### src/rtl/core/fswb_pkg.sv
`default_nettype none

package fswb_pkg;

  // Default geometry of the flash and of a request.
  localparam int SECTOR_BYTES_DEF = 4096;
  localparam int ADDR_BITS_DEF    = 21;
  localparam int LEN_BITS_DEF     = 16;

  // Operation codes carried on the result channel.
  localparam logic [2:0] OP_LOAD        = 3'd0;
  localparam logic [2:0] OP_PROG_BUF    = 3'd1;
  localparam logic [2:0] OP_PROG_DIRECT = 3'd2;
  localparam logic [2:0] OP_COPY        = 3'd3;
  localparam logic [2:0] OP_DONE        = 3'd4;

  // Request type codes.
  localparam logic REQ_WRITE = 1'b0;
  localparam logic REQ_FLUSH = 1'b1;

  // One operation as it leaves the block.
  typedef struct packed {
    logic [2:0]  op;
    logic [8:0]  sector_index;
    logic [11:0] buffer_offset;
    logic [12:0] byte_count;
    logic [15:0] source_offset;
    logic [15:0] done_length;
    logic        last;
  } fswb_res_t;

endpackage

`default_nettype wire

### src/rtl/core/fswb_len_unit.sv
`default_nettype none

// Shared length unit: compares the remaining length with a chunk size and
// gives the bytes taken by this step and the length left after it.
module fswb_len_unit #(
  parameter int LEN_BITS = 16,
  parameter int SB_BITS  = 12,
  localparam int W = (LEN_BITS > SB_BITS + 1) ? LEN_BITS : SB_BITS + 1
) (
  input  wire logic [LEN_BITS-1:0] len,
  input  wire logic [SB_BITS:0]    amt,
  output logic      [LEN_BITS-1:0] len_left,
  output logic      [W-1:0]        take,
  output logic                     fits
);

  logic [W:0] diff;

  // One subtraction; its borrow tells whether the chunk fits.
  assign diff     = (W + 1)'(len) - (W + 1)'(amt);
  assign fits     = !diff[W];
  assign take     = fits ? W'(amt) : W'(len);
  assign len_left = fits ? diff[LEN_BITS-1:0] : '0;

endmodule

`default_nettype wire

### src/rtl/core/flash_sector_writeback_buffer.sv
`default_nettype none

// A request is taken only in the idle state, so a new request is not accepted
// until the done item of the last one has been registered. Each sequencer step
// emits at most one operation, which the output register holds while the output
// is stalled. At most four sequencer steps of a request emit nothing.
// Reset (synchronous): buffer empty, held sector 0, no result pending.
module flash_sector_writeback_buffer
  import fswb_pkg::*;
#(
  parameter int SECTOR_BYTES = SECTOR_BYTES_DEF,
  parameter int ADDR_BITS    = ADDR_BITS_DEF,
  parameter int LEN_BITS     = LEN_BITS_DEF
) (
  input  wire logic                 clk,
  input  wire logic                 rst,
  input  wire logic                 req_valid,
  output logic                      req_stall,
  input  wire logic                 req_type,
  input  wire logic [ADDR_BITS-1:0] start_addr,
  input  wire logic [LEN_BITS-1:0]  length,
  output logic                      res_valid,
  input  wire logic                 res_stall,
  output logic      [2:0]           op,
  output logic      [8:0]           sector_index,
  output logic      [11:0]          buffer_offset,
  output logic      [12:0]          byte_count,
  output logic      [15:0]          source_offset,
  output logic      [15:0]          done_length,
  output logic                      last
);

  // Sector size is a power of two; sector numbers wrap at the flash size
  // and are kept to nine bits.
  localparam int SB_BITS  = $clog2(SECTOR_BYTES);
  localparam int W        = (LEN_BITS > SB_BITS + 1) ? LEN_BITS : SB_BITS + 1;
  localparam int SEC_RAW  = ADDR_BITS - SB_BITS;
  localparam int SEC_KEEP = (SEC_RAW > 9) ? 9 : SEC_RAW;
  localparam logic [8:0]       SEC_MASK = 9'((1 << SEC_KEEP) - 1);
  localparam logic [SB_BITS:0] SB_FULL  = (SB_BITS + 1)'(SECTOR_BYTES);

  typedef enum logic [2:0] {
    S_IDLE,
    S_START,
    S_HEAD,
    S_HEAD_PROG,
    S_BODY,
    S_TAIL,
    S_DONE
  } state_t;

  typedef enum logic [1:0] {
    ST_EMPTY = 2'd0,
    ST_CLEAN = 2'd1,
    ST_DIRTY = 2'd2
  } status_t;

  state_t               state, state_next;
  status_t              status, status_next;
  logic [8:0]           held, held_next;
  logic [8:0]           sec, sec_next;
  logic                 is_flush;
  logic [LEN_BITS-1:0]  len, len_next;
  logic [LEN_BITS-1:0]  src, src_next;
  logic [LEN_BITS-1:0]  total;
  logic [SB_BITS-1:0]   offset;
  logic [ADDR_BITS-1:0] addr_sec;
  logic [SB_BITS:0]     room;
  logic [SB_BITS:0]     amt;
  logic [LEN_BITS-1:0]  len_left;
  logic [W-1:0]         take;
  logic                 fits;
  logic                 adv;
  logic                 emit;
  fswb_res_t            item;
  fswb_res_t            res;
  logic [31:0]          take32, len32, off32, src32, total32;

  assign req_stall = (state != S_IDLE);
  assign adv       = !res_valid || !res_stall;

  assign addr_sec = start_addr >> SB_BITS;
  assign room     = SB_FULL - {1'b0, offset};
  assign amt      = (state == S_HEAD) ? room : SB_FULL;

  fswb_len_unit #(
    .LEN_BITS (LEN_BITS),
    .SB_BITS  (SB_BITS)
  ) u_len (
    .len      (len),
    .amt      (amt),
    .len_left (len_left),
    .take     (take),
    .fits     (fits)
  );

  // Widened copies so that each output field takes its own low bits.
  assign take32  = 32'(take);
  assign len32   = 32'(len);
  assign off32   = 32'(offset);
  assign src32   = 32'(src);
  assign total32 = 32'(total);

  // Sequencer decisions: at most one operation per step.
  always_comb begin
    state_next  = state;
    status_next = status;
    held_next   = held;
    sec_next    = sec;
    len_next    = len;
    src_next    = src;
    emit        = 1'b0;
    item        = '0;
    unique case (state)
      S_IDLE: begin
      end
      S_START: begin
        if (is_flush) begin
          if (status == ST_DIRTY) begin
            emit              = 1'b1;
            item.op           = OP_PROG_BUF;
            item.sector_index = held;
            status_next       = ST_CLEAN;
          end
          state_next = S_DONE;
        end else if (len == '0) begin
          state_next = S_DONE;
        end else begin
          // First use of an empty buffer loads the start sector.
          if (status == ST_EMPTY) begin
            emit              = 1'b1;
            item.op           = OP_LOAD;
            item.sector_index = sec;
            held_next         = sec;
            status_next       = ST_CLEAN;
          end
          state_next = S_HEAD;
        end
      end
      S_HEAD: begin
        if (offset == '0) begin
          state_next = S_BODY;
        end else if (held != sec) begin
          // Switch sectors: write back a dirty buffer, then load.
          emit = 1'b1;
          if (status == ST_DIRTY) begin
            item.op           = OP_PROG_BUF;
            item.sector_index = held;
          end else begin
            item.op           = OP_LOAD;
            item.sector_index = sec;
            held_next         = sec;
          end
          status_next = ST_CLEAN;
        end else begin
          emit               = 1'b1;
          item.op            = OP_COPY;
          item.sector_index  = sec;
          item.buffer_offset = off32[11:0];
          item.byte_count    = take32[12:0];
          len_next           = len_left;
          src_next           = src + LEN_BITS'(take);
          sec_next           = (sec + 9'd1) & SEC_MASK;
          if (fits) begin
            state_next = S_HEAD_PROG;
          end else begin
            status_next = ST_DIRTY;
            state_next  = S_BODY;
          end
        end
      end
      S_HEAD_PROG: begin
        // The head reached the end of its sector: program it back.
        emit              = 1'b1;
        item.op           = OP_PROG_BUF;
        item.sector_index = held;
        status_next       = ST_CLEAN;
        state_next        = S_BODY;
      end
      S_BODY: begin
        if (fits) begin
          emit               = 1'b1;
          item.op            = OP_PROG_DIRECT;
          item.sector_index  = sec;
          item.byte_count    = take32[12:0];
          item.source_offset = src32[15:0];
          if (status != ST_EMPTY && held == sec) begin
            status_next = ST_EMPTY;
          end
          len_next = len_left;
          src_next = src + LEN_BITS'(take);
          sec_next = (sec + 9'd1) & SEC_MASK;
        end else begin
          state_next = S_TAIL;
        end
      end
      S_TAIL: begin
        if (len == '0) begin
          state_next = S_DONE;
        end else if (status == ST_EMPTY || held != sec) begin
          emit = 1'b1;
          if (status == ST_DIRTY) begin
            item.op           = OP_PROG_BUF;
            item.sector_index = held;
          end else begin
            item.op           = OP_LOAD;
            item.sector_index = sec;
            held_next         = sec;
          end
          status_next = ST_CLEAN;
        end else begin
          emit               = 1'b1;
          item.op            = OP_COPY;
          item.sector_index  = sec;
          item.byte_count    = len32[12:0];
          item.source_offset = src32[15:0];
          status_next        = ST_DIRTY;
          state_next         = S_DONE;
        end
      end
      S_DONE: begin
        emit       = 1'b1;
        item.op    = OP_DONE;
        item.last  = 1'b1;
        if (!is_flush) begin
          item.done_length = total32[15:0];
        end
        state_next = S_IDLE;
      end
      default: begin
        state_next = S_IDLE;
      end
    endcase
  end

  // State, buffer tracking and the output register.
  always_ff @(posedge clk) begin
    if (rst) begin
      state     <= S_IDLE;
      status    <= ST_EMPTY;
      held      <= '0;
      res_valid <= 1'b0;
    end else if (state == S_IDLE) begin
      if (adv) begin
        res_valid <= 1'b0;
      end
      if (req_valid) begin
        is_flush <= (req_type == REQ_FLUSH);
        len      <= length;
        total    <= length;
        src      <= '0;
        offset   <= start_addr[SB_BITS-1:0];
        sec      <= 9'(addr_sec) & SEC_MASK;
        state    <= S_START;
      end
    end else if (adv) begin
      state     <= state_next;
      status    <= status_next;
      held      <= held_next;
      sec       <= sec_next;
      len       <= len_next;
      src       <= src_next;
      res_valid <= emit;
      if (emit) begin
        res <= item;
      end
    end
  end

  assign op            = res.op;
  assign sector_index  = res.sector_index;
  assign buffer_offset = res.buffer_offset;
  assign byte_count    = res.byte_count;
  assign source_offset = res.source_offset;
  assign done_length   = res.done_length;
  assign last          = res.last;

endmodule

`default_nettype wire

### config.mk
export PLATFORM = sky130hd
export DESIGN_NAME = flash_sector_writeback_buffer
export DESIGN_NICKNAME = d
export VERILOG_FILES = /design/src/rtl/core/fswb_pkg.sv /design/src/rtl/core/fswb_len_unit.sv /design/src/rtl/core/flash_sector_writeback_buffer.sv
export SDC_FILE = /design/constraint.sdc
export NUM_CORES = 1
export LEC_CHECK = 0
export ABC_AREA = 1
export BUFFER_PORTS_ARGS = -buffer_cell sky130_fd_sc_hd__buf_2
export CAP_MARGIN = 20
export CELL_PAD_IN_SITES_DETAIL_PLACEMENT = 0
export CELL_PAD_IN_SITES_GLOBAL_PLACEMENT = 1
export CORE_ASPECT_RATIO = 1.75
export CORE_UTILIZATION = 45
export CTS_BUF_LIST = sky130_fd_sc_hd__clkbuf_4
export DETAILED_ROUTE_END_ITERATION = 8
export PLACE_DENSITY_LB_ADDON = 0.1
export SYNTH_ARGS = -nofsm -noshare
export SYNTH_HDL_FRONTEND = slang
export SYNTH_SLANG_ARGS = --single-unit
### constraint.sdc
create_clock -name clk -period 9.75 [get_ports clk]
set_input_delay 0 -clock clk [delete_from_list [all_inputs] [get_ports clk]]
set_output_delay 0 -clock clk [all_outputs]
set_load 0.01 [all_outputs]
Yosys cells after proc, flatten, opt, wreduce, memory -nomap -nowiden --
Index checks and enable logic that the tools add are counted.
Cells by class: add/subtract/negate cells 4, equal/unequal tests 29, multiplexer cells 87, bitwise gates (word level) 4, reductions and logical operators 24
Operators by type and width (count):
- 16-bit 2-to-1 mux | 14
- 9-bit 2-to-1 mux | 15
- 16-bit case mux with 2 select lines | 3
- 29-bit 2-to-1 mux | 3
- 9-bit case mux with 5 select lines | 1
- 13-bit case mux with 3 select lines | 1
- 37-bit 2-to-1 mux | 1
- 12-bit 2-to-1 mux | 3
- 11-bit 2-to-1 mux | 3
- 3-bit 2-to-1 mux | 11
- 9-bit case mux with 3 select lines | 1
- 25-bit 2-to-1 mux | 1
- 2-bit 2-to-1 mux | 11
- 10-bit 2-to-1 mux | 2
- 2-bit != test, second input constant | 9
- 3-bit case mux with 6 select lines | 1
- 9-bit case mux with 2 select lines | 1
- 16-bit by 13-bit subtractor with 17-bit output | 1
- 16-bit adder | 1
- 16-bit zero test | 1
- 3-bit case mux with 5 select lines | 1
- 13-bit 2-to-1 mux | 1
- 13-bit by 12-bit subtractor with 13-bit output, first input constant | 1
- 12-bit zero test | 1
- other kinds (33) | 60
Word-level totals: bits in registers 155, input bits 42, word-level logic and storage cells 165

Logic depth before layout (Yosys ltp) --
Gate-level depths: netlist (run 1).
depth after elaboration 10, gate-level depth with buffers 28

Modules after synthesis --
From an unflattened synthesis (run 1), not the netlist that was laid out.
Unflattened totals: cell total of the unflattened synthesis 1164, area, all modules 9312.7 sq um
By module, submodules not included:
- flash_sector_writeback_buffer | times used 1, cells each 902, area an instance 8055.2 sq um, seq. area each 4504.3 sq um
- fswb_len_unit | times used 1, cells each 262, area an instance 1257.5 sq um, seq. area each 0.0 sq um

Worst setup path after synthesis (run 1) --
No wires, ideal clock.
path type flip-flop to flip-flop, from register offset[0], to register res, in the netlist buffer_offset[0], enable pin, setup time 0.582 ns, arrival 6.939 ns, path slack 2.229 ns, cell stages (with the launch flop) 19, buffers on the path 0, path through edfxtp_1 > inv_1 > ha_1 > nand3_1 > nor2_1 > nand2_1 > o21ai_0 > nand3_1 > ha_1 > nand2_1 > inv_1 > nand2_1 > nor2_1 > nand2_1 > nand2_1 > nand2_1 > nand3_1 > a21oi_1 > nor3_1
Between the ends: cells in the longest elaborated chain, start to end 6, elaborated cells between the ends (all ways) 8
RTL lines:
- start: declaration | line flash_sector_writeback_buffer.sv:66 | logic [SB_BITS-1:0] offset;
- start signal: assignment | line flash_sector_writeback_buffer.sv:252 | offset <= start_addr[SB_BITS-1:0];
- 13-bit by 12-bit subtractor with 13-bit output | line flash_sector_writeback_buffer.sv:83 | assign room = SB_FULL - {1'b0, offset};
- 13-bit 2-to-1 mux | line flash_sector_writeback_buffer.sv:84 | assign amt = (state == S_HEAD) ? room : SB_FULL;
- 16-bit by 13-bit subtractor with 17-bit output | line fswb_len_unit.sv:20 | assign diff = (W + 1)'(len) - (W + 1)'(amt);
- 1-bit 2-to-1 mux | line flash_sector_writeback_buffer.sv:181 | if (fits) begin
- 1-bit case mux with 5 select lines (*) | line flash_sector_writeback_buffer.sv:114 | unique case (state)
- 4-bit AND reduction (no source line) (*)
- end signal: assignment | line flash_sector_writeback_buffer.sv:265 | res <= item;
- end: declaration | line flash_sector_writeback_buffer.sv:76 | fswb_res_t res;
Every way passes the cells marked *; elsewhere a longest branch is shown, timed or not. A chain may end at the register's enable or synchronous reset.

Worst setup path in the final report (run 1) --
from register offset[0], to register src[12], data pin
Between the ends: cells in the longest elaborated chain, start to end 10, elaborated cells between the ends (all ways) 11
RTL lines:
- 13-bit by 12-bit subtractor with 13-bit output (*) | line flash_sector_writeback_buffer.sv:83
- 13-bit 2-to-1 mux (*) | line flash_sector_writeback_buffer.sv:84
- 16-bit by 13-bit subtractor with 17-bit output | line fswb_len_unit.sv:20
- 16-bit 2-to-1 mux (*) | line fswb_len_unit.sv:22 | assign take = fits ? W'(amt) : W'(len);
- 16-bit adder (*) | line flash_sector_writeback_buffer.sv:162, flash_sector_writeback_buffer.sv:191
- 16-bit 2-to-1 mux | line flash_sector_writeback_buffer.sv:143 | end else if (held != sec) begin
- 16-bit 2-to-1 mux | line flash_sector_writeback_buffer.sv:141 | if (offset == '0) begin
- 16-bit case mux with 2 select lines (*) | line flash_sector_writeback_buffer.sv:114
- 16-bit 2-to-1 mux (*) | line flash_sector_writeback_buffer.sv:256 | end else if (adv) begin
- 16-bit 2-to-1 mux (*) | line flash_sector_writeback_buffer.sv:243 | end else if (state == S_IDLE) begin
- end signal: assignment | line flash_sector_writeback_buffer.sv:262 | src <= src_next;
- end: declaration | line flash_sector_writeback_buffer.sv:64 | logic [LEN_BITS-1:0] src, src_next;
Every way passes the cells marked *; elsewhere a longest branch is shown, timed or not. The select of a mux whose other input is x is not followed.

==> insert_results.sql, run 1 <==
INSERT INTO impl_metrics (metric_group, metric, value, unit) VALUES
('final_layout', 'final_cells', '1420', ''),
('logic_synthesis', 'dominant_combinational_cell_family_by_area_after_synthesis', 'simple AND/OR/NAND/NOR gates', ''),
('power', 'cellPowerDensity', '293', 'mW/mm^2'),
('logic_synthesis', 'ys_ff_latch', '154', ''),
('setup_path', 'cp-end-kind', 'flip-flop', ''),
('clock_network', 'clkSlewWorstSetupHoldPaths', '0.16', 'ns'),
('detailed_routing', 'wl_per_cell', '16.0', 'microns'),
('clock_network', 'post_cts_resize_count', '0', ''),
('grt', 'number_of_global_route_vias_before_repair', '6928', ''),
('final_layout', 'final_layout_size_suffix_gt1_frac', '0.153', ''),
('setup_path', 'reg_to_reg_slack_setup', '4.49', 'ns'),
('sta', 'worst_slew_pin_slew', '1.01', 'ns'),
('grt', 'grt_remaining_overflow', '0', ''),
('final_layout', 'mostFrequentLayoutCells', '263 x sky130_fd_sc_hd__nand2_1, 139 x sky130_fd_sc_hd__edfxtp_1, 129 x sky130_fd_sc_hd__nor2_1', ''),
('place', 'dp_hpwl', '16700', 'microns'),
('run_status', 'outcome', 'finished, final reports clean', ''),
('clock_network', 'cts-htree-levels', '4', ''),
('place', 'port_buffers', '113', ''),
('logic_synthesis', 'yosysSeqAreaShare', '0.521', ''),
('sta', 'top_achievable_clock_speed', '190', 'MHz'),
('clock_network', 'cts-buffers-inserted', '17', ''),
('setup_path', 'setup.worst_path.start_class', 'flip-flop', ''),
('min_path', 'timing.hold.worst.start', 'req_type', ''),
('detailed_routing', 'number_of_nets_with_antenna_violations_after_routing', '0', ''),
('min_path', 'worst_hold_path.endpoint', 'is_flush$_DFFE_PP_', ''),
('min_path', 'hold_path_depth', '2', ''),
('setup_path', 'critical_path.reg2reg.endpoint', 'src[12]$_SDFFCE_PP0P_', ''),
('die', 'design.die.area', '0.0197', 'sq mm'),
('detailed_routing', 'drcViolationCount', '0', ''),
('sta', 'final_max_slew_viol_count', '0', ''),
('detailed_routing', 'vias_per_cell', '5.08', ''),
('sta', 'timing.slew.headroom', '0.330', ''),
('logic_synthesis', 'synth_fa_ha_area_frac', '0.0498', ''),
('sta', 'hold_viol_final', '0', ''),
('die', 'std_cell_core_area', '0.0187', 'sq mm'),
('logic_synthesis', 'number_of_enable_type_register_cells_in_the_synthesized_netlist', '139', ''),
('power', 'finalPower', '2.96', 'mW'),
('sta', 'fin_skew', '0.0326', 'ns'),
('logic_synthesis', 'yosys.cell_types.count', '45', ''),
('logic_synthesis', 'synth_compound_gate_area_share', '0.112', ''),
('die', 'boundaryPins', '114', ''),
('clock_network', 'clock_tree_from_tritoncts', 'done', ''),
('grt', 'grt_antenna_before_repair', '1', ''),
('detailed_routing', 'first_iter_violations', '330', ''),
('logic_synthesis', 'synthXorXnorAreaFrac', '0.0163', ''),
('clock_network', 'holdBufCountCts', '41', ''),
('grt', 'wire_length_of_the_first_global_routing_pass', '35400', 'microns'),
('logic_synthesis', 'synth_cells', '1011', ''),
('setup_path', 'critical_path_peak_fanout', '25', ''),
('die', 'fp.dieH', '185', 'microns'),
('run', 'drv_cap', '0', ''),
('sta', 'timing.final.ws_setup', '4.49', 'ns'),
('clock_network', 'ctsLongestPathBuffers', '2', ''),
('grt', 'maximum_number_of_pins_on_one_net_before_global_route_repair', '70', ''),
('clock_network', 'cts_num_sinks', '154', ''),
('detailed_routing', 'finalWirelength', '22700', 'microns'),
('min_path', 'hold_class', 'input pin to flip-flop', ''),
('logic_synthesis', 'synth_async_sr_flop_share', '0', ''),
('power', 'cellLeakagePower', '4.52', 'nW'),
('setup_path', 'beginning_of_the_worst_register_to_register_path', 'offset[0]$_DFFE_PP_', ''),
('final_layout', 'layout_commonest_cell', 'sky130_fd_sc_hd__nand2_1', ''),
('detailed_routing', 'detailed_route_via_count', '7219', ''),
('sta', 'setup_total_negative_slack', '0', 'ns'),
('sta', 'rsz_0062_raised_after_global_routing', 'no', ''),
('place', 'dp.cells', '1346', ''),
('logic_synthesis', 'post_synth_and_or_nand_nor_area_fraction', '0.230', ''),
('final_layout', 'area_delta_synth_final', '17.9', '%'),
('power', 'vdd_drop_max', '0.000407', 'V'),
('setup_path', 'cp.required', '10.08', 'ns'),
('logic_synthesis', 'syn_area', '0.00859', 'sq mm'),
('setup_path', 'r2r.worst_path.cells', '26', '');
-- per-layer routing --
| layer | part of all wire | track usage | wire length, microns |
|---|---|---|---|
| met3 | 0.029 | 0.0315 | 668 |
| met2 | 0.54 | 0.448 | 12300 |
| met1 | 0.40 | 0.269 | 9050 |
| met4 | 0.031 | 0.106 | 703 |
| met5 | 0 | 0 | 0 |
-- critical path: stages, from the launching register on --
cell and delay, ns:
sky130_fd_sc_hd__edfxtp_1 0.38, sky130_fd_sc_hd__inv_1 0.16, sky130_fd_sc_hd__ha_1 0.21, sky130_fd_sc_hd__nand3_1 0.15, sky130_fd_sc_hd__nor2_1 0.20, sky130_fd_sc_hd__nand2_1 0.10, sky130_fd_sc_hd__o21ai_0 0.15, sky130_fd_sc_hd__nand3_1 0.20
sky130_fd_sc_hd__ha_1 0.41, sky130_fd_sc_hd__nand2_1 0.08, sky130_fd_sc_hd__inv_1 0.06, sky130_fd_sc_hd__nand2_1 0.08, sky130_fd_sc_hd__nand2_1 0.05, sky130_fd_sc_hd__a21oi_1 0.14, sky130_fd_sc_hd__nand2_1 0.49, sky130_fd_sc_hd__o21ai_0 0.45
sky130_fd_sc_hd__ha_1 0.25, sky130_fd_sc_hd__fa_1 0.21, sky130_fd_sc_hd__nand3_1 0.07, sky130_fd_sc_hd__nand3_1 0.10, sky130_fd_sc_hd__inv_1 0.05, sky130_fd_sc_hd__o21bai_1 0.29, sky130_fd_sc_hd__nand2_1 0.09, sky130_fd_sc_hd__nand2_1 0.10
sky130_fd_sc_hd__a21boi_0 0.11, sky130_fd_sc_hd__or2_2 0.28, sky130_fd_sc_hd__and2_1 0.15
-- layout make-up --
class	count	area (sq um)
clock inverter	13	168
inverter	132	495
antenna	1	2.50
multi-input combinational	704	3530
sequential	154	4470
clock buffer	19	143
tap	238	298
fill	1847	8540
timing repair buffer	159	1010
-- worst max path at each step --
stage / startpoint / depth (start not counted) / end
6_report: offset[0]$_DFFE_PP_ / 26 / src[12]$_SDFFCE_PP0P_
5_1_grt: offset[0]$_DFFE_PP_ / 26 / src[12]$_SDFFCE_PP0P_
4_1_cts: offset[0]$_DFFE_PP_ / 26 / src[12]$_SDFFCE_PP0P_
3_5_place_dp: offset[0]$_DFFE_PP_ / 26 / src[12]$_SDFFCE_PP0P_
3_3_place_gp: offset[0]$_DFFE_PP_ / 27 / src[12]$_SDFFCE_PP0P_
2_1_floorplan: offset[0]$_DFFE_PP_ / 18 / buffer_offset[0]$_SDFFCE_PP0P_
-- cell usage after synthesis, types with 2 or more instances --
cell type / number / area [sq um]
sky130_fd_sc_hd__inv_2: 11 / 41.3
sky130_fd_sc_hd__nor4_1: 2 / 12.5
sky130_fd_sc_hd__inv_1: 120 / 450
sky130_fd_sc_hd__xnor2_1: 8 / 70.1
sky130_fd_sc_hd__buf_2: 6 / 30.0
sky130_fd_sc_hd__nor2_2: 5 / 31.3
sky130_fd_sc_hd__fa_1: 2 / 40.0
sky130_fd_sc_hd__nand3_2: 2 / 20.0
sky130_fd_sc_hd__buf_4: 3 / 22.5
sky130_fd_sc_hd__dfxtp_1: 15 / 300
sky130_fd_sc_hd__nor2_1: 129 / 484
sky130_fd_sc_hd__o211ai_1: 5 / 37.5
sky130_fd_sc_hd__a21o_1: 4 / 30.0
sky130_fd_sc_hd__o21ai_0: 88 / 440
sky130_fd_sc_hd__clkbuf_1: 12 / 45.0
sky130_fd_sc_hd__nand3_1: 51 / 255
sky130_fd_sc_hd__a22o_1: 4 / 35.0
sky130_fd_sc_hd__nor2_4: 4 / 45.0
sky130_fd_sc_hd__nand2_2: 2 / 12.5
sky130_fd_sc_hd__o21bai_1: 4 / 30.0
sky130_fd_sc_hd__ha_1: 31 / 388
sky130_fd_sc_hd__o21a_1: 3 / 22.5
sky130_fd_sc_hd__edfxtp_1: 139 / 4170
sky130_fd_sc_hd__a21boi_0: 3 / 22.5
sky130_fd_sc_hd__a21oi_1: 55 / 275
sky130_fd_sc_hd__nor3_1: 7 / 35.0
sky130_fd_sc_hd__nand4_1: 8 / 50.1
sky130_fd_sc_hd__a31oi_1: 2 / 12.5
sky130_fd_sc_hd__nand2_1: 263 / 987
sky130_fd_sc_hd__xor2_1: 8 / 70.1
-- state kept, by name (all words and copies together), names as in the netlist, 9 cells and up --
name,cells
buffer_offset,12
byte_count,13
done_length,16
held,9
len,16
offset,12
sec,9
sector_index,9
source_offset,16
src,16
total,16
-- cell families after synthesis --
family / after synthesis
AO/OA/AOI/OAI: 174
other: 1
flip-flops: 154
adder cells (fa/ha/maj): 33
AND/OR/NAND/NOR: 479
XOR/XNOR: 16
buffers and inverters: 154
-- through the flow --
step | hold WS, ns | utilization | instance area, sq um
after floorplan | 0.0691 | - | 8590
after global placement | 0.179 | 0.504 | 9400
after detailed placement | 0.179 | 0.504 | 9400
after CTS | 0.0780 | 0.542 | 10100
after global routing | 0.107 | 0.542 | 10100
final | 0.125 | 0.542 | 10100
-- where the power goes --
part / internal (mW) / total, mW / leakage [nW] / switching (mW)
Clock: 0.185 / 0.434 / 0.152 / 0.249
Sequential: 1.01 / 1.16 / 1.43 / 0.142
Combinational: 0.457 / 1.37 / 2.94 / 0.916
(Power assumes the default switching activity.)
==> run 2, diff against run 1 <==
--- a/config.mk
+++ b/config.mk
@@ -5,13 +5,13 @@
 export SDC_FILE = /design/constraint.sdc
 export NUM_CORES = 1
 export LEC_CHECK = 0
-export ABC_AREA = 1
+export ABC_AREA = 0
 export BUFFER_PORTS_ARGS = -buffer_cell sky130_fd_sc_hd__buf_2
 export CAP_MARGIN = 20
 export CELL_PAD_IN_SITES_DETAIL_PLACEMENT = 0
 export CELL_PAD_IN_SITES_GLOBAL_PLACEMENT = 1
 export CORE_ASPECT_RATIO = 1.75
-export CORE_UTILIZATION = 45
+export CORE_UTILIZATION = 48
 export CTS_BUF_LIST = sky130_fd_sc_hd__clkbuf_4
 export DETAILED_ROUTE_END_ITERATION = 8
 export PLACE_DENSITY_LB_ADDON = 0.1
==> constraint.sdc (replaced) <==
create_clock -name clk -period 5.49 [get_ports clk]
set_input_delay 0 -clock clk [delete_from_list [all_inputs] [get_ports clk]]
set_output_delay 0 -clock clk [all_outputs]
set_load 0.01 [all_outputs]
==> run 2 against run 1 <==
  * Synthesized cell count shrank 31%
  * Utilization is 4.9 points higher
  * Via count fell by 15%
  * Highest routed layer unchanged
==> insert_results.sql, run 2 <==
INSERT INTO impl_metrics (metric_group, metric, value, unit) VALUES
('setup_path', 'reg_to_reg_slack_setup', '0.36', 'ns'),
('final_layout', 'final_layout_size_suffix_gt1_frac', '0.220', ''),
('logic_synthesis', 'synth_async_sr_flop_share', '0', ''),
('die', 'initial_utilization', '0.491', ''),
('logic_synthesis', 'synth.top_cell.area_share', '0.519', ''),
('logic_synthesis', 'synth_cells', '700', ''),
('detailed_routing', 'wl_per_cell', '19.8', 'microns'),
('sta', 'hold_viol_final', '0', ''),
('die', 'design.die.area', '0.0173', 'sq mm'),
('sta', 'timing.final.ws_setup', '0.358', 'ns'),
('setup_path', 'cp-end-kind', 'flip-flop', ''),
('grt', 'grt_resource_usage_total', '0.264', ''),
('die', 'std_cell_core_area', '0.0164', 'sq mm'),
('setup_path', 'worst-path-buf-inv', '2', ''),
('grt', 'wire_length_of_the_first_global_routing_pass', '33800', 'microns'),
('final_layout', 'area_delta_synth_final', '20.5', '%'),
('final_layout', 'sequential_cell_area', '0.00448', 'sq mm'),
('sta', 'final_max_slew_viol_count', '0', ''),
('clock_network', 'cts_num_sinks', '154', ''),
('sta', 'report.final.setup_viol', '0', ''),
('sta', 'timing.slew.headroom', '0.349', ''),
('clock_network', 'clkSlewWorstSetupHoldPaths', '0.15', 'ns'),
('logic_synthesis', 'yosys.area.top_type', 'sky130_fd_sc_hd__edfxtp_1', ''),
('logic_synthesis', 'ys_warn_count', '0', ''),
('power', 'cellPowerDensity', '555', 'mW/mm^2'),
('power', 'cellLeakagePower', '3.70', 'nW'),
('grt', 'maximum_number_of_pins_on_one_net_before_global_route_repair', '63', ''),
('sta', 'worst_slew_pin_slew', '0.969', 'ns'),
('place', 'port_buffers', '113', ''),
('setup_path', 'crit_path_max_incr_delay', '0.52', 'ns'),
('clock_network', 'post_cts.repair.setup_buffers', '0', ''),
('final_layout', 'multi_input_comb_area', '0.00344', 'sq mm'),
('grt', 'grt_antenna_before_repair', '1', ''),
('sta', 'fin_skew', '0.0198', 'ns'),
('detailed_routing', 'finalWirelength', '21900', 'microns'),
('clock_network', 'ctsLongestPathBuffers', '2', ''),
('final_layout', 'mostFrequentLayoutCells', '139 x sky130_fd_sc_hd__edfxtp_1, 113 x sky130_fd_sc_hd__buf_2, 62 x sky130_fd_sc_hd__nor2_1', ''),
('logic_synthesis', 'number_of_enable_type_register_cells_in_the_synthesized_netlist', '139', ''),
('clock_network', 'cts-buffers-inserted', '17', ''),
('setup_path', 'setup.worst_path.start_class', 'flip-flop', ''),
('clock_network', 'clock_tree_from_tritoncts', 'done', ''),
('setup_path', 'crit_slowest_cell', 'sky130_fd_sc_hd__edfxtp_1', ''),
('place', 'dp_hpwl', '16100', 'microns'),
('die', 'placementRows', '62', ''),
('logic_synthesis', 'ys_ff_latch', '154', ''),
('die', 'boundaryPins', '114', ''),
('power', 'finalPower', '5.38', 'mW'),
('run', 'drv_cap', '0', ''),
('clock_network', 'cts-htree-levels', '4', ''),
('logic_synthesis', 'synth_ff_type', 'sky130_fd_sc_hd__edfxtp_1', ''),
('min_path', 'hold_class', 'input pin to flip-flop', ''),
('sta', 'fin_crit', '5.13', 'ns'),
('logic_synthesis', 'top_area_cells_in_the_synthesized_netlist', 'sky130_fd_sc_hd__edfxtp_1 52%, sky130_fd_sc_hd__ha_1 4.8%, sky130_fd_sc_hd__dfxtp_1 3.7%, sky130_fd_sc_hd__xnor2_1 2.9%, sky130_fd_sc_hd__nor2_1 2.9%', ''),
('setup_path', 'critical_path_arrival', '5.47', 'ns'),
('logic_synthesis', 'syn_area', '0.00804', 'sq mm'),
('detailed_routing', 'first_iter_violations', '314', ''),
('final_layout', 'number_of_inserted_filler_cells_in_the_final_layout', '1414', ''),
('setup_path', 'setup.worst_path.class', 'flip-flop to flip-flop', ''),
('setup_path', 'critical_path_peak_fanout', '15', ''),
('clock_network', 'worstSkewPairLatency', '0.59', 'ns'),
('sta', 'top_achievable_clock_speed', '195', 'MHz'),
('run_status', 'outcome', 'finished, final reports clean', ''),
('detailed_routing', 'detailed_route_via_count', '6167', ''),
('grt', 'grt_remaining_overflow', '0', ''),
('final_layout', 'layout_commonest_cell', 'sky130_fd_sc_hd__edfxtp_1', ''),
('detailed_routing', 'drcViolationCount', '0', ''),
('setup_path', 'timing.critical_path.max_delay_family', 'compound AO/OA/AOI/OAI gates', ''),
('setup_path', 'critical_path_cell_by_cell', 'nor4_4 > or2b_1 > nor3_1 > xnor2_1 > nand2_1 > ha_1 > a21o_1 > a21oi_1 > o211a_1 > o21a_1 > buf_12 > buf_4 > o21ai_0 > ha_1 > a21oi_1 > nand2_1 > o211ai_1 > a21boi_0 > o21ai_0 > nand3_1 > nor3b_1', ''),
('place', 'gp_congestion', '0.915', ''),
('logic_synthesis', 'yosys.cell_types.count', '66', ''),
('detailed_routing', 'number_of_nets_with_antenna_violations_after_routing', '0', ''),
('setup_path', 'cp.required', '5.82', 'ns'),
('final_layout', 'finalNetCount', '940', ''),
('power', 'vdd_drop_max', '0.000377', 'V'),
('die', 'die-width', '99.8', 'microns'),
('detailed_routing', 'vias_per_cell', '5.59', ''),
('clock_network', 'cts_root_buf', 'sky130_fd_sc_hd__clkbuf_4', ''),
('place', 'dp_slack', '0.334', 'ns'),
('die', 'fp.dieH', '173', 'microns'),
('sta', 'final_min_period_over_clock_period', '0.935', ''),
('logic_synthesis', 'yosysSeqAreaShare', '0.556', ''),
('logic_synthesis', 'synth.most_common_cell', 'sky130_fd_sc_hd__edfxtp_1', ''),
('logic_synthesis', 'post_synth.cell_area_avg', '11.5', 'sq um'),
('logic_synthesis', 'ys_top_cells_by_count', '139 x sky130_fd_sc_hd__edfxtp_1, 62 x sky130_fd_sc_hd__nor2_1, 56 x sky130_fd_sc_hd__nand2_1', ''),
('detailed_routing', 'drtPass1Iterations', '5', ''),
('grt', 'number_of_global_route_vias_before_repair', '6397', '');
-- run 2: per-stage QoR --
stage | instance area [sq um] | utilization | TNS [ns] | hold WS (ns) | cells
6_report | 9690 | 0.592 | 0 | 0.119 | 1103
5_1_grt | 9690 | 0.592 | -0.0592 | 0.0819 | 1103
4_1_cts | 9650 | 0.590 | 0 | 0.0738 | 1102
3_5_place_dp | 8970 | 0.548 | 0 | 0.182 | 1030
3_3_place_gp | 8970 | 0.548 | 0 | 0.182 | 1030
2_1_floorplan | 8060 | - | 0 | 0.0989 | 701
-- run 2: logic make-up after synthesis --
kind of cell,Yosys count,synth area share
adder cells (fa/ha/maj),33,0.0532
buffers and inverters,46,0.0247
XOR/XNOR,47,0.0512
AO/OA/AOI/OAI,160,0.144
multiplexers,12,0.0154
AND/OR/NAND/NOR,247,0.154
flip-flops,154,0.556
other,1,0.000466
-- run 2: per-layer routing --
layer / global-route usage / vias up / share of wire
li1: - / 2953 / -
met1: 0.287 / 2983 / 0.38
met2: 0.483 / 188 / 0.54
met3: 0.0444 / 43 / 0.036
met4: 0.137 / 0 / 0.042
met5: 0 / - / 0
-- run 2: path summary, 6_finish.rpt --
kind,startpoint,cells past startpoint,end
worst min register to register,total[6]$_DFFE_PP_,1,done_length[6]$_SDFFCE_PP0P_
worst max-delay path,offset[6]$_DFFE_PP_,21,src[9]$_SDFFCE_PP0P_
worst min-delay path,start_addr[3],2,offset[3]$_DFFE_PP_
worst max register to register,offset[6]$_DFFE_PP_,21,src[9]$_SDFFCE_PP0P_
-- run 2: repair_timing --
| item | in CTS | in global routing |
|---|---|---|
| endpoints found under the hold margin | 76 | 0 |
| hold buffers | 40 | 0 |
| gates resized for setup | 0 | 6 |
| setup endpoints to repair | 0 | 4 |
-- run 2: area by class of cell --
class,count,share of cell area
diodes,1,0.000258
well taps,224,0.0289
clock inverters,15,0.0158
repair buffers,175,0.118
multi-input cells,501,0.356
clock buffers,17,0.0132
inverters,16,0.00620
flip-flops and latches,154,0.462
-- run 2: worst register-to-register path, delay by kind of cell (launching register included) --
kind | cells | cell delay, ns
buffers and inverters | 2 | 0.34
AOI/OAI and AO/OA | 9 | 1.95
adders and majority gates | 2 | 0.58
xor gates and xnor gates | 1 | 0.17
and+or+nand+nor | 7 | 1.33
DFF | 1 | 0.52
-- run 2: power breakdown --
part | internal, mW | switching (mW) | total (mW)
Clock | 0.241 | 0.453 | 0.694
Sequential | 1.85 | 0.288 | 2.14
Combinational | 1.02 | 1.52 | 2.54
Total | 3.11 | 2.26 | 5.38
==> run 3, diff against run 2 <==
--- a/config.mk
+++ b/config.mk
@@ -6,14 +6,14 @@
 export NUM_CORES = 1
 export LEC_CHECK = 0
 export ABC_AREA = 0
-export BUFFER_PORTS_ARGS = -buffer_cell sky130_fd_sc_hd__buf_2
 export CAP_MARGIN = 20
 export CELL_PAD_IN_SITES_DETAIL_PLACEMENT = 0
 export CELL_PAD_IN_SITES_GLOBAL_PLACEMENT = 1
 export CORE_ASPECT_RATIO = 1.75
-export CORE_UTILIZATION = 48
+export CORE_UTILIZATION = 50
 export CTS_BUF_LIST = sky130_fd_sc_hd__clkbuf_4
 export DETAILED_ROUTE_END_ITERATION = 8
+export DONT_BUFFER_PORTS = 1
 export PLACE_DENSITY_LB_ADDON = 0.1
 export SYNTH_ARGS = -nofsm -noshare
 export SYNTH_HDL_FRONTEND = slang
==> constraint.sdc (replaced) <==
create_clock -name clk -period 5.7 [get_ports clk]
set_input_delay 0 -clock clk [delete_from_list [all_inputs] [get_ports clk]]
set_output_delay 0 -clock clk [all_outputs]
set_load 0.01 [all_outputs]
==> run 3 against run 2 <==
  * The run now ends with DRC left
  * Register-to-register slack improved by 0.13 ns
  * Design area decreased by 6.4%
  * Clock power about the same
  * Total power decreased by 6.6%
  * Clock-buffer cell count unchanged
  * Via count decreased by 7.0%
  * Largest cell class unchanged
  * Clock skew increased by 0.010 ns
==> insert_results.sql, run 3 (same netlist as run 2, synthesis figures left out) <==
INSERT INTO impl_metrics (metric_group, metric, value, unit) VALUES
('detailed_routing', 'drtPass1Iterations', '9', ''),
('place', 'port_buffers', '0', ''),
('grt', 'grt_antenna_before_repair', '1', ''),
('final_layout', 'postLayoutCellArea', '0.00906', 'sq mm'),
('clock_network', 'clock_tree_from_tritoncts', 'done', ''),
('sta', 'top_achievable_clock_speed', '192', 'MHz'),
('setup_path', 'beginning_of_the_worst_register_to_register_path', 'offset[6]$_DFFE_PP_', ''),
('die', 'design.die.area', '0.0166', 'sq mm'),
('run', 'drv_cap', '0', ''),
('final_layout', 'final_layout_size_suffix_gt1_frac', '0.0932', ''),
('sta', 'fin_crit', '5.22', 'ns'),
('final_layout', 'finalNetCount', '824', ''),
('power', 'finalPower', '5.02', 'mW'),
('detailed_routing', 'number_of_nets_with_antenna_violations_after_routing', '0', ''),
('min_path', 'hold_class', 'input pin to flip-flop', ''),
('grt', 'grt_resource_usage_total', '0.259', ''),
('detailed_routing', 'detailed_route_via_count', '5736', ''),
('sta', 'fin_skew', '0.0299', 'ns'),
('setup_path', 'critical_path.reg2reg.endpoint', 'src[15]$_SDFFCE_PP0P_', ''),
('run_status', 'failing_checks', 'DRC', ''),
('place', 'detailed_place.area', '0.00832', 'sq mm'),
('die', 'placementRows', '61', ''),
('setup_path', 'cp.required', '6.00', 'ns'),
('setup_path', 'setup.worst_path.class', 'flip-flop to flip-flop', ''),
('final_layout', 'postLayoutCoreUtil', '0.574', ''),
('die', 'initial_utilization', '0.509', ''),
('final_layout', 'layout_commonest_cell', 'sky130_fd_sc_hd__edfxtp_1', ''),
('setup_path', 'cp-end-kind', 'flip-flop', ''),
('detailed_routing', 'first_iter_violations', '416', ''),
('clock_network', 'post_cts.repair.setup_buffers', '0', ''),
('clock_network', 'cts-htree-levels', '4', ''),
('sta', 'report.final.setup_viol', '0', ''),
('clock_network', 'clkSlewWorstSetupHoldPaths', '0.14', 'ns'),
('grt', 'wire_length_of_the_first_global_routing_pass', '32000', 'microns'),
('power', 'vdd_drop_max', '0.000263', 'V'),
('setup_path', 'setup.worst_path.start_class', 'flip-flop', ''),
('die', 'fp.dieH', '170', 'microns'),
('place', 'gp_congestion', '0.880', ''),
('detailed_routing', 'vias_per_cell', '6.03', ''),
('detailed_routing', 'drcViolationCount', '28', ''),
('grt', 'grt_remaining_overflow', '0', ''),
('power', 'cellLeakagePower', '3.24', 'nW'),
('grt', 'maximum_number_of_pins_on_one_net_before_global_route_repair', '52', ''),
('die', 'std_cell_core_area', '0.0158', 'sq mm'),
('power', 'cellPowerDensity', '554', 'mW/mm^2'),
('clock_network', 'cts_num_sinks', '154', ''),
('die', 'boundaryPins', '114', ''),
('detailed_routing', 'wl_per_cell', '21.6', 'microns'),
('clock_network', 'cts-buffers-inserted', '17', ''),
('clock_network', 'cts_root_buf', 'sky130_fd_sc_hd__clkbuf_4', ''),
('sta', 'worst_slew_pin_slew', '1.01', 'ns'),
('sta', 'setup_total_negative_slack', '0', 'ns'),
('final_layout', 'mostFrequentLayoutCells', '139 x sky130_fd_sc_hd__edfxtp_1, 62 x sky130_fd_sc_hd__nor2_1, 56 x sky130_fd_sc_hd__nand2_1', ''),
('place', 'dp_hpwl', '14800', 'microns'),
('clock_network', 'ctsLongestPathBuffers', '2', ''),
('setup_path', 'cp-endpoint', 'src[15]$_SDFFCE_PP0P_', ''),
('run_status', 'outcome', 'finished with violations', ''),
('sta', 'final_max_slew_viol_count', '0', ''),
('final_layout', 'number_of_inserted_filler_cells_in_the_final_layout', '1371', ''),
('setup_path', 'reg_to_reg_slack_setup', '0.48', 'ns'),
('final_layout', 'area_delta_synth_final', '12.7', '%'),
('setup_path', 'setup.worst_path.start', 'offset[6]$_DFFE_PP_', ''),
('die', 'die-width', '97.9', 'microns'),
('setup_path', 'critical_path_arrival', '5.51', 'ns'),
('setup_path', 'critical_path_peak_fanout', '16', ''),
('sta', 'final_min_period_over_clock_period', '0.915', ''),
('grt', 'number_of_global_route_vias_before_repair', '5723', ''),
('sta', 'timing.slew.headroom', '0.326', ''),
('detailed_routing', 'finalWirelength', '20600', 'microns'),
('setup_path', 'r2r.worst_path.cells', '20', ''),
('sta', 'hold_viol_final', '0', ''),
('clock_network', 'worstSkewPairLatency', '0.57', 'ns');
## run 3: cell count changes in the layout (fill, tap and decap cells not counted), moves of 2 or more
cell,delta
sky130_fd_sc_hd__buf_2,-113
sky130_fd_sc_hd__clkinv_8,+2
sky130_fd_sc_hd__buf_4,-5
sky130_fd_sc_hd__clkinv_2,-2
sky130_fd_sc_hd__dlygate4sd3_1,+2
## run 3: per-stage QoR
stage / hold slack (ns) / cells / worst slack [ns]
2_1_floorplan: 0.0989 / 701 / 0.461
3_3_place_gp: 0.0727 / 877 / 0.521
3_5_place_dp: 0.0734 / 877 / 0.407
4_1_cts: 0.0115 / 951 / 0.353
5_1_grt: 0.0228 / 952 / -0.00690
6_report: 0.0731 / 952 / 0.485
## run 3: layout make-up
class | instances | area, sq um | area share
diodes | 1 | 2.50 | 0.000276
clock buffers | 17 | 128 | 0.0141
clock inverters | 15 | 175 | 0.0193
inverters | 16 | 60.1 | 0.00663
multi-input cells | 501 | 3430 | 0.378
flip-flops and latches | 154 | 4470 | 0.494
well taps | 189 | 236 | 0.0261
repair buffers | 59 | 561 | 0.0618
## run 3: repair_timing
item | CTS | global route
hold endpoints to repair | 176 | 0
resized for setup | 0 | 2
endpoints found under the setup margin | 0 | 4
hold buffers | 42 | 0
## run 3: how the worst min path moves through the flow
stage / endpoint / from / depth (start not counted)
2_1_floorplan: is_flush$_DFFE_PP_ / req_type / 0
3_3_place_gp: res_valid$_SDFFE_PP0N_ / rst / 1
3_5_place_dp: status[0]$_SDFFE_PP0P_ / rst / 1
4_1_cts: is_flush$_DFFE_PP_ / req_type / 1
5_1_grt: offset[10]$_DFFE_PP_ / start_addr[10] / 1
6_report: offset[11]$_DFFE_PP_ / start_addr[11] / 1
## run 3: worst max-delay path, cell delays in order, from the launching register on
cell and delay (ns):
sky130_fd_sc_hd__edfxtp_1 0.48, sky130_fd_sc_hd__nor4_2 0.40, sky130_fd_sc_hd__or2b_1 0.28, sky130_fd_sc_hd__nor3_1 0.24, sky130_fd_sc_hd__xnor2_1 0.18, sky130_fd_sc_hd__nand2_1 0.14, sky130_fd_sc_hd__ha_1 0.26, sky130_fd_sc_hd__a21o_1 0.19
sky130_fd_sc_hd__a21oi_1 0.19, sky130_fd_sc_hd__o211a_1 0.21, sky130_fd_sc_hd__o21a_1 0.29, sky130_fd_sc_hd__buf_4 0.29, sky130_fd_sc_hd__o21ai_0 0.16, sky130_fd_sc_hd__ha_1 0.38, sky130_fd_sc_hd__nand2_1 0.10, sky130_fd_sc_hd__nor3_1 0.35
sky130_fd_sc_hd__o2111ai_1 0.18, sky130_fd_sc_hd__a21oi_1 0.27, sky130_fd_sc_hd__o22ai_1 0.16, sky130_fd_sc_hd__xor2_1 0.15, sky130_fd_sc_hd__nor2_1 0.06
## run 3: power by group
part | switching (mW) | internal, mW
registers | 0.393 | 1.79
clock network | 0.451 | 0.241
logic | 1.29 | 0.860
total | 2.13 | 2.89
## run 3: metal layers
| metal | vias up | global-route usage | part of all wire |
|---|---|---|---|
| met3 | 41 | 0.0482 | 0.045 |
| met5 | - | 0 | 0 |
| met1 | 2770 | 0.303 | 0.40 |
| li1 | 2720 | - | - |
| met2 | 205 | 0.451 | 0.52 |
| met4 | 0 | 0.127 | 0.030 |
